[src/rtl/earliest_deadline_task_timer_core_assert.svh]
// assertion macros for the task timer core
`ifndef EARLIEST_DEADLINE_TASK_TIMER_CORE_ASSERT_SVH
`define EARLIEST_DEADLINE_TASK_TIMER_CORE_ASSERT_SVH

// implication checked on every clock edge outside reset
`define EDT_ASSERT_IMP(label, clk, rstn, ante, cons) \
    label: assert property (@(posedge clk) disable iff (!rstn) (ante) |-> (cons)) \
        else $error("assertion failed");

// next-cycle implication checked outside reset
`define EDT_ASSERT_NEXT(label, clk, rstn, ante, cons) \
    label: assert property (@(posedge clk) disable iff (!rstn) (ante) |=> (cons)) \
        else $error("assertion failed");

`endif

[src/rtl/edtt_pkg.sv]
package edtt_pkg;

    localparam logic [2:0] OP_TICK     = 3'd0;
    localparam logic [2:0] OP_ADD_PER  = 3'd1;
    localparam logic [2:0] OP_ADD_ONE  = 3'd2;
    localparam logic [2:0] OP_ADD_IDLE = 3'd3;
    localparam logic [2:0] OP_REMOVE   = 3'd4;

    localparam logic [1:0] KIND_NONE     = 2'd0;
    localparam logic [1:0] KIND_PERIODIC = 2'd1;
    localparam logic [1:0] KIND_ONESHOT  = 2'd2;
    localparam logic [1:0] KIND_IDLE     = 2'd3;

    localparam int SLOT_W  = 4;
    localparam int DELAY_W = 31;

    // control from the sequencer to the compare unit
    typedef struct packed {
        logic clear;
        logic step;
    } edtt_cmp_ctrl_t;

endpackage

[src/rtl/edtt_min_unit.sv]
// shared wrapped subtract and compare, one candidate per cycle while ctrl.step is high
module edtt_min_unit
    import edtt_pkg::*;
#(
    parameter int TIME_BITS = 32,
    parameter int IDX_W     = 4
) (
    input  logic                 aclk,
    input  logic                 aresetn,
    input  edtt_cmp_ctrl_t       ctrl,
    input  logic                 cand_ok,
    input  logic [IDX_W-1:0]     cand_idx,
    input  logic [TIME_BITS-1:0] cand_due,
    input  logic [TIME_BITS-1:0] ref_time,
    output logic [TIME_BITS-1:0] best_wait,
    output logic [IDX_W-1:0]     best_idx,
    output logic                 best_valid
);
    logic [TIME_BITS-1:0] best_wait_reg;
    logic [IDX_W-1:0]     best_idx_reg;
    logic                 best_valid_reg;
    logic [TIME_BITS-1:0] diff;

    assign diff = cand_due - ref_time;

    always_ff @(posedge aclk) begin
        if (!aresetn) begin
            best_wait_reg  <= '1;
            best_idx_reg   <= '0;
            best_valid_reg <= 1'b0;
        end else if (ctrl.clear) begin
            best_wait_reg  <= '1;
            best_idx_reg   <= '0;
            best_valid_reg <= 1'b0;
        end else if (ctrl.step && cand_ok && diff < best_wait_reg) begin
            best_wait_reg  <= diff;
            best_idx_reg   <= cand_idx;
            best_valid_reg <= 1'b1;
        end
    end

    assign best_wait  = best_wait_reg;
    assign best_idx   = best_idx_reg;
    assign best_valid = best_valid_reg;
endmodule

[src/rtl/earliest_deadline_task_timer_core.sv]
// earliest-deadline task timer
// s_ channel: one command item (tick, add periodic/one-shot/idle, remove) with
// the current time. m_ channel: one result item per command.
// after reset the table is empty, no task is pending and wait_ticks is all ones.
// adds and removes rescan the table: two passes (periodic, then one-shot) over
// SLOTS entries through one wrapped subtract/compare unit, one entry a cycle.
// a tick that fires also rescans; a tick that does not fire walks the idle
// ring one entry a cycle, over at most SLOTS entries.
// with a rescan the item goes through S_EXEC and both scan passes, then S_SCAN
// latches the minimum into wait_reg and S_OUT offers the result. the next item
// is taken in the cycle after the result leaves; an unused op skips the scan.
// s_axis_tready is low while an item is in work or a result waits.
// the result sits in an output register until m_axis_tready; while the
// receiver stalls no further item is taken.
module earliest_deadline_task_timer_core
    import edtt_pkg::*;
#(
    parameter int SLOTS     = 16,
    parameter int TIME_BITS = 32
) (
    input  logic          aclk,
    input  logic          aresetn,
    input  logic          s_axis_tvalid,
    output logic          s_axis_tready,
    // op[2:0], slot[6:3], delay[37:7], now[69:38], zero fill
    input  logic [71:0]   s_axis_tdata,
    output logic          m_axis_tvalid,
    input  logic          m_axis_tready,
    // fired_kind[1:0], fired_slot[5:2], measured_interval[37:6],
    // wait_ticks[69:38], pending_valid[70], zero fill
    output logic [71:0]   m_axis_tdata
);
    `include "earliest_deadline_task_timer_core_assert.svh"

    localparam int IDX_W = (SLOTS > 1) ? $clog2(SLOTS) : 1;
    localparam int CNT_W = $clog2(SLOTS + 1);

    typedef enum logic [2:0] {
        S_IDLE, S_EXEC, S_SCAN, S_IDLERUN, S_OUT
    } state_t;

    state_t state_reg;

    logic [SLOTS-1:0]     valid_reg;
    logic [1:0]           kind_mem [SLOTS];
    logic [DELAY_W-1:0]   intv_mem [SLOTS];
    logic [TIME_BITS-1:0] due_mem  [SLOTS];
    logic [TIME_BITS-1:0] last_mem [SLOTS];

    logic [TIME_BITS-1:0] ref_reg, wait_reg, now_reg;
    logic [IDX_W-1:0]     next_reg;
    logic                 nvalid_reg;
    logic                 ip_none_reg;
    logic [IDX_W-1:0]     ip_reg;

    logic [2:0]           op_reg;
    logic [SLOT_W-1:0]    slot_reg;
    logic [DELAY_W-1:0]   delay_reg;

    logic                 pass_reg;
    logic [CNT_W-1:0]     cnt_reg;
    logic [IDX_W-1:0]     walk_reg;

    logic [1:0]           okind_reg;
    logic [SLOT_W-1:0]    oslot_reg;
    logic [31:0]          omeas_reg;

    edtt_cmp_ctrl_t       cmp;
    logic [IDX_W-1:0]     scan_idx;
    logic                 cand_ok;
    logic [TIME_BITS-1:0] best_wait;
    logic [IDX_W-1:0]     best_idx;
    logic                 best_valid;

    logic [TIME_BITS-1:0] passed;
    logic [TIME_BITS-1:0] overdue;
    logic                 slot_in;

    assign scan_idx = cnt_reg[IDX_W-1:0];
    assign cand_ok  = valid_reg[scan_idx]
                      && kind_mem[scan_idx] == (pass_reg ? KIND_ONESHOT : KIND_PERIODIC);
    assign cmp.clear = (state_reg == S_EXEC);
    assign cmp.step  = (state_reg == S_SCAN);
    assign passed  = now_reg - ref_reg;
    assign overdue = passed - wait_reg;
    assign slot_in = ({{(32-SLOT_W){1'b0}}, slot_reg} < 32'(SLOTS));

    edtt_min_unit #(.TIME_BITS(TIME_BITS), .IDX_W(IDX_W)) u_min (
        .aclk, .aresetn, .ctrl(cmp), .cand_ok, .cand_idx(scan_idx),
        .cand_due(due_mem[scan_idx]), .ref_time(ref_reg),
        .best_wait, .best_idx, .best_valid
    );

    always_ff @(posedge aclk) begin
        if (!aresetn) begin
            state_reg   <= S_IDLE;
            valid_reg   <= '0;
            ref_reg     <= '0;
            wait_reg    <= '1;
            next_reg    <= '0;
            nvalid_reg  <= 1'b0;
            ip_none_reg <= 1'b1;
            ip_reg      <= '0;
            pass_reg    <= 1'b0;
            cnt_reg     <= '0;
            walk_reg    <= '0;
            for (int i = 0; i < SLOTS; i++)
                last_mem[i] <= '0;
        end else begin
            unique case (state_reg)
                S_IDLE: begin
                    if (s_axis_tvalid) begin
                        op_reg    <= s_axis_tdata[2:0];
                        slot_reg  <= s_axis_tdata[6:3];
                        delay_reg <= s_axis_tdata[37:7];
                        now_reg   <= s_axis_tdata[38 +: TIME_BITS];
                        state_reg <= S_EXEC;
                    end
                end
                S_EXEC: begin
                    okind_reg <= KIND_NONE;
                    oslot_reg <= '0;
                    omeas_reg <= '0;
                    pass_reg  <= 1'b0;
                    cnt_reg   <= '0;
                    state_reg <= S_SCAN;
                    priority if (op_reg == OP_ADD_PER || op_reg == OP_ADD_ONE
                                 || op_reg == OP_ADD_IDLE) begin
                        if (slot_in) begin
                            valid_reg[slot_reg[IDX_W-1:0]] <= 1'b1;
                            kind_mem[slot_reg[IDX_W-1:0]]  <= op_reg[1:0];
                            intv_mem[slot_reg[IDX_W-1:0]]  <=
                                (op_reg == OP_ADD_IDLE) ? '0 : delay_reg;
                            due_mem[slot_reg[IDX_W-1:0]]   <= now_reg +
                                ((op_reg == OP_ADD_IDLE) ? '0
                                 : TIME_BITS'(delay_reg));
                        end
                    end else if (op_reg == OP_REMOVE) begin
                        if (slot_in)
                            valid_reg[slot_reg[IDX_W-1:0]] <= 1'b0;
                    end else if (op_reg == OP_TICK) begin
                        if (nvalid_reg && passed >= wait_reg) begin
                            okind_reg <= kind_mem[next_reg];
                            oslot_reg <= SLOT_W'(next_reg);
                            omeas_reg <= 32'(now_reg - last_mem[next_reg]);
                            last_mem[next_reg] <= now_reg;
                            if (kind_mem[next_reg] == KIND_ONESHOT)
                                valid_reg[next_reg] <= 1'b0;
                            else
                                due_mem[next_reg] <= now_reg
                                    + TIME_BITS'(intv_mem[next_reg]) - overdue;
                            ref_reg <= due_mem[next_reg];
                        end else begin
                            walk_reg  <= ip_none_reg ? '0
                                : ((32'(ip_reg) == SLOTS - 1) ? '0 : ip_reg + 1'b1);
                            state_reg <= S_IDLERUN;
                        end
                    end else begin
                        state_reg <= S_OUT;
                    end
                end
                S_SCAN: begin
                    if (32'(cnt_reg) == SLOTS - 1) begin
                        cnt_reg <= '0;
                        if (pass_reg) begin
                            cnt_reg <= CNT_W'(SLOTS);
                        end
                        pass_reg <= 1'b1;
                    end else if (32'(cnt_reg) == SLOTS) begin
                        wait_reg   <= best_wait;
                        next_reg   <= best_idx;
                        nvalid_reg <= best_valid;
                        state_reg  <= S_OUT;
                    end else begin
                        cnt_reg <= cnt_reg + 1'b1;
                    end
                end
                S_IDLERUN: begin
                    if (valid_reg[walk_reg] && kind_mem[walk_reg] == KIND_IDLE) begin
                        ip_reg      <= walk_reg;
                        ip_none_reg <= 1'b0;
                        okind_reg   <= KIND_IDLE;
                        oslot_reg   <= SLOT_W'(walk_reg);
                        state_reg   <= S_OUT;
                    end else if (32'(cnt_reg) == SLOTS - 1) begin
                        state_reg <= S_OUT;
                    end
                    cnt_reg  <= cnt_reg + 1'b1;
                    walk_reg <= (32'(walk_reg) == SLOTS - 1) ? '0 : walk_reg + 1'b1;
                end
                S_OUT: begin
                    if (m_axis_tready)
                        state_reg <= S_IDLE;
                end
                default: state_reg <= S_IDLE;
            endcase
        end
    end

    assign s_axis_tready = (state_reg == S_IDLE);
    assign m_axis_tvalid = (state_reg == S_OUT);
    assign m_axis_tdata  = {1'b0, nvalid_reg, 32'(wait_reg), omeas_reg, oslot_reg, okind_reg};

    `EDT_ASSERT_IMP(a_no_overlap, aclk, aresetn, m_axis_tvalid, !s_axis_tready)
    `EDT_ASSERT_IMP(a_wait_none, aclk, aresetn, m_axis_tvalid && !nvalid_reg,
        wait_reg == '1)
    `EDT_ASSERT_NEXT(a_out_holds, aclk, aresetn, m_axis_tvalid && !m_axis_tready,
        m_axis_tvalid)
endmodule
[config.mk]
export PLATFORM = sky130hd
export DESIGN_NAME = earliest_deadline_task_timer_core
export DESIGN_NICKNAME = d
export VERILOG_FILES = /design/src/rtl/edtt_pkg.sv /design/src/rtl/edtt_min_unit.sv /design/src/rtl/earliest_deadline_task_timer_core.sv
export VERILOG_INCLUDE_DIRS = /design/src /design/src/rtl
export SDC_FILE = /design/constraint.sdc
export NUM_CORES = 2
export LEC_CHECK = 0
export ABC_AREA = 1
export BUFFER_PORTS_ARGS = -buffer_cell sky130_fd_sc_hd__buf_4
export CAP_MARGIN = 30
export CORE_ASPECT_RATIO = 0.5
export CORE_UTILIZATION = 38
export DETAILED_ROUTE_END_ITERATION = 16
export PLACE_DENSITY = 0.6
export SETUP_SLACK_MARGIN = 0.1
export SLEW_MARGIN = 20
export SYNTH_ARGS = -nofsm -noshare
export SYNTH_HDL_FRONTEND = slang
export SYNTH_SLANG_ARGS = --single-unit
[constraint.sdc]
create_clock -name aclk -period 11.5 [get_ports aclk]
set_input_delay 0.575 -clock aclk [delete_from_list [all_inputs] [get_ports aclk]]
set_output_delay 0.575 -clock aclk [all_outputs]
set_load 0.05 [all_outputs]
# Yosys cells after proc, flatten, opt, wreduce, memory -nomap -nowiden
# Memories as Yosys holds them, arrays and structs flattened. A register that Yosys moved wholly into a read port is not among the register bits.
# Index checks and enable logic that the tools add are counted.
dict set report op_classes {
  order_cmp 8
  addsub 10
  n_eq_ne 27
  n_reduce_logical 33
  n_mux 91
  bitwise 11
}
# cell count
set op_table {}
lappend op_table {{$sub A32 B32 Y32} 5}
lappend op_table {{$mux W4} 26}
lappend op_table {{$mux W16} 5}
lappend op_table {{$add A32 B31 Y32} 2}
lappend op_table {{$mux W32} 2}
lappend op_table {{$reduce_or A32 Y1} 2}
lappend op_table {{$mux W31} 2}
lappend op_table {{$and A16 B16 Y16} 2}
lappend op_table {{$ge A32 B32 Y1} 1}
lappend op_table {{$lt A32 B32 Y1} 1}
lappend op_table {{$not A16 Y16} 2}
lappend op_table {{$mux W1} 28}
lappend op_table {{$mux W3} 9}
lappend op_table {{$lt A4 B5 Y1 const B} 4}
lappend op_table {{$ne A2 B2 Y1 const B} 8}
lappend op_table {{$or A16 B16 Y16} 1}
lappend op_table {{$pmux W4 S2} 2}
lappend op_table {{$mux W5} 3}
lappend op_table {{$pmux W3 S5} 1}
lappend op_table {{$pmux W5 S3} 1}
lappend op_table {{$reduce_and A5 Y1} 3}
lappend op_table {{$eq A3 B2 Y1 const B} 4}
lappend op_table {{$mux W2} 6}
lappend op_table {{$reduce_bool A3 Y1} 4}
lappend op_table {{other kinds (27)} 56}
dict set report totals {
  out_inout_bits 74
  ff_bits 216
  mem_count 4
  ramBits 1552
}
# memory words width read_ports rd_ports_with_merged_regs write_ports line_no
set mem_list {}
lappend mem_list {due_mem 16 32 2 2 1 earliest_deadline_task_timer_core.sv:47} ;# logic [TIME_BITS-1:0] due_mem [SLOTS];
lappend mem_list {last_mem 16 32 1 1 16 earliest_deadline_task_timer_core.sv:48} ;# logic [TIME_BITS-1:0] last_mem [SLOTS];
lappend mem_list {intv_mem 16 31 1 1 1 earliest_deadline_task_timer_core.sv:46} ;# logic [DELAY_W-1:0] intv_mem [SLOTS];
lappend mem_list {kind_mem 16 2 3 3 1 earliest_deadline_task_timer_core.sv:45} ;# logic [1:0] kind_mem [SLOTS];

# Depth between registers and ports, before layout
dict set report depth {
  ltp_word 12
  depth_mapped 40
  mapped_depth_nobuf 34
}

# Modules after synthesis
# Synthesis repeated with hierarchy kept, for this count alone.
dict set report unflattened {
  hier_cells 9049
  hier_area_um2 90770.8
}
# module instances area_each_um2 seq_area_each_um2 cells_per_inst
set modules_own_cells {}
lappend modules_own_cells {earliest_deadline_task_timer_core 1 85837.3 52150.0 8175}
lappend modules_own_cells {edtt_min_unit 1 4933.5 740.7 874}

# Worst setup path before layout
# Ideal clock, no wire load.
dict set report synth_timing {
  path_kind {reg2reg}
  startpoint {register state_reg[1]}
  endpoint {register delay_reg[0] (enable)}
  slack_ns 4.782
  path_stages_with_launch 6
  setup_ns 0.584
  arrival_time_ns 6.134
  n_path_buf 0
  cell_sequence {dfxtp_1 nor2_1 inv_1 nor2_1 inv_1 nor3_1}
}
dict set report synth_via {
  elab_chain_len 2
}
# item line_no
set synth_lines {}
lappend synth_lines {{start, declared} earliest_deadline_task_timer_core.sv:42} ;# state_t state_reg;
lappend synth_lines {{start signal, assigned} earliest_deadline_task_timer_core.sv:96} ;# state_reg <= S_IDLE;
lappend synth_lines {{start signal, assigned} earliest_deadline_task_timer_core.sv:117} ;# state_reg <= S_EXEC;
lappend synth_lines {{start signal, assigned} earliest_deadline_task_timer_core.sv:126} ;# state_reg <= S_SCAN;
lappend synth_lines {{$logic_not A3 Y1} n/a}
lappend synth_lines {{named net s_axis_tready} earliest_deadline_task_timer_core.sv:24} ;# output logic s_axis_tready,
lappend synth_lines {{$reduce_and A3 Y1 (no source line)} n/a}
lappend synth_lines {{end signal, assigned} earliest_deadline_task_timer_core.sv:115} ;# delay_reg <= s_axis_tdata[37:7];
lappend synth_lines {{end, declared} earliest_deadline_task_timer_core.sv:58} ;# logic [DELAY_W-1:0] delay_reg;
# The timed path passes the listed nets, and every way through them passes these cells.
# A chain may end at the register's enable or synchronous reset.

==> flow_metrics.tcl <==
set metrics [dict create \
    tritoncts "done" \
    grt_use_met2_pct 37.0 \
    antenna_found_initial 16 \
    grt_max_degree 192 \
    drv_slew 0 \
    max_freq_mhz 117 \
    synth_cells 8679 \
    grt-busiest-layer "met2" \
    ys.warnings.count 0 \
    chipWidth_um 689 \
    clkSinkCount 1812 \
    via_count 68300 \
    finalNonFillerCells 12000 \
    worst_pin_slew_ns 1.17 \
    synth_top_area_share_pct 55.6 \
    portBuffers 146 \
    grt_pass1_wl_um 426000 \
    netlist_area_um2 89600 \
    post-route-util_pct 43.1 \
    gr-total-overflow 0 \
    worst_r2r_startpoint "now_reg[0]" \
    leakagePower_nw 36.8 \
    synth_edf_count 1660 \
    finalPower_mw 16.6 \
    via_per_inst 5.71 \
    r2r_slack_ns 2.93 \
    wl_um 295000 \
    synthToLayoutAreaGrowth_pct 12.2 \
    ys_ff_latch 1812 \
    rr_endpoint "last_mem[9][7]" \
    syn-mean-instance-area_um2 10.3 \
    clkLatencyLatePin_ns 0.86 \
    yosys.cell_types.count 56 \
    ant_nets 0 \
    finalHoldViolations 0 \
    rsz0062_at_grt "no" \
    die_height_um 345 \
    worstPathArrival_ns 9.06 \
    period_share_pct 74.5 \
    cp_top_family "simple AND/OR/NAND/NOR gates" \
    grt_pass1_vias 63500 \
    rows 125 \
    cts-root-buf "clkbuf_16" \
    setup_tns_ns 0 \
    path_max_fanout 65 \
    drive_above_1_share_pct 9.33 \
    cp_common_cell "nand2_1" \
    dp_hpwl_um 181000 \
    critPathBufInv 6 \
    met1_usage_pct 34.5 \
    cp-end-kind "register" \
    peakVddDrop_uv 116 \
    htreeDepth 4 \
    status "complete, no violations" \
    clock_path_buffers 4 \
    async_flop_share_pct 0 \
    cts.clk_slew.worst_paths_ns 0.07 \
    yosysTopAreaCell "edfxtp_1" \
    power.density_nw_per_um2 165 \
    finClkSkew_ns 0.0926 \
    crit_end "last_mem[9][7]" \
    post-route-drc-count 0 \
    grt_use_met3_pct 3.68 \
    start_util_pct 38.4 \
    hold_class "input port to register" \
    critPathMaxStageDelay_ns 0.85 \
    criticalPathCategory "register to register" \
    ys.flop_type "edfxtp_1" \
    dp.cells 11600 \
    setup_violations 0 \
    final_nets 9085 \
    synthTopCellsByArea "edfxtp_1 56%, o21ai_0 5.5%, nor2_1 5.2%" \
    startpoint "now_reg[0]" \
    synth-seq-area-share_pct 59.0 \
    crit_cells 30 \
    grt_usage_pct 24.0 \
    cp_data_required_time_ns 12.00 \
    place_congestion 0.986 \
    drt_iter0_drc 8332 \
    firstDrtPassIters 8 \
    max_cap_viol_count 0 \
    critPathSlowestCell "nor2_4" \
    cts_setup_buffers 0 \
    core_um2 233000 \
    worstRegToRegCells 30 \
    cp-start-kind "register" \
    die-area_um2 238000 \
    io-pin-count 150 \
    wire_per_inst_um 24.7 \
    cts_buffers 174 \
    timing.hold.ws_ns 0.105 \
    hp-start "m_axis_tready" \
    relSlewSlack_pct 22.2 \
    syn_nets 9043 \
    finalCriticalPeriod_ns 8.57 \
]
[worst min-delay path: stages]
cell and delay, ns:
buf_4 0.08, nor3_1 0.05, o21a_1 0.17
[worst min-delay path by stage]
stage / to / slack [ns] / cells after the start
floorplan: ip_none_reg / 0.42 / 2
CTS: state_reg[2] / 0.08 / 3
global placement: nvalid_reg / 0.44 / 2
global route: state_reg[2] / 0.09 / 3
finish: state_reg[2] / 0.10 / 3
detailed placement: u_min.best_wait[29] / 0.45 / 2
[cell type report]
class,count,area (um2)
tap,3111,3890
inverter,685,2590
fill,22000,133000
antenna,1,2.50
multi-input combinational,5651,32200
clock inverter,67,588
clock buffer,235,4720
sequential,1812,52900
timing repair buffer,397,3620
[stage by stage]
step | area [um2] | setup slack (ns)
after floorplan | 89600 | 4.78
after global placement | 93800 | 2.40
after detailed placement | 94300 | 2.70
after CTS | 100000 | 2.74
after global routing | 101000 | 2.49
final | 101000 | 2.93
[layer usage]
| layer | routed length [um] | vias to the layer above |
|---|---|---|
| li1 | - | 31000 |
| met3 | 26600 | 535 |
| met1 | 127000 | 33600 |
| met5 | 80 | - |
| met4 | 11400 | 10 |
| met2 | 130000 | 3066 |
[cells in the mapped netlist, types with 152 or more instances]
master    number
o221ai_1     258
dfxtp_1      152
edfxtp_1    1660
nor2_1      1231
o21ai_0      979
o211ai_1     258
nand2_1     1052
ha_1         222
a21oi_1      437
clkbuf_1     393
inv_1        678
nand3_1      309
[cell families after synthesis]
kind of cell | share of synthesized area [%]
other | 0.00418
AO/OA/AOI/OAI | 15.0
multiplexers | 1.38
AND/OR/NAND/NOR | 13.4
XOR/XNOR | 1.13
buffers and inverters | 5.50
adder cells (fa/ha/maj) | 4.57
flip-flops | 59.0
[power breakdown]
| group | switching, mW | internal, mW |
|---|---|---|
| Sequential | 0.101 | 7.68 |
| Combinational | 2.30 | 0.946 |
| Clock | 2.53 | 3.08 |
| Total | 4.92 | 11.7 |
[cells in the final DEF (no fill, tap or decap), types with 258 or more instances in the layout]
cell type,n
buf_4,290
nand2_1,1029
o221ai_1,258
nand3_1,307
o21ai_0,964
nor2_1,1200
inv_1,672
a21oi_1,437
edfxtp_1,1660
o211ai_1,258
[repair_timing]
action | in CTS | in global routing
endpoints found under the hold margin | 70 | 0
gates resized for setup | 0 | 0
endpoints found under the setup margin | 0 | 0
hold buffers | 70 | 0
No activity file was read; power rests on OpenSTA's default activity.
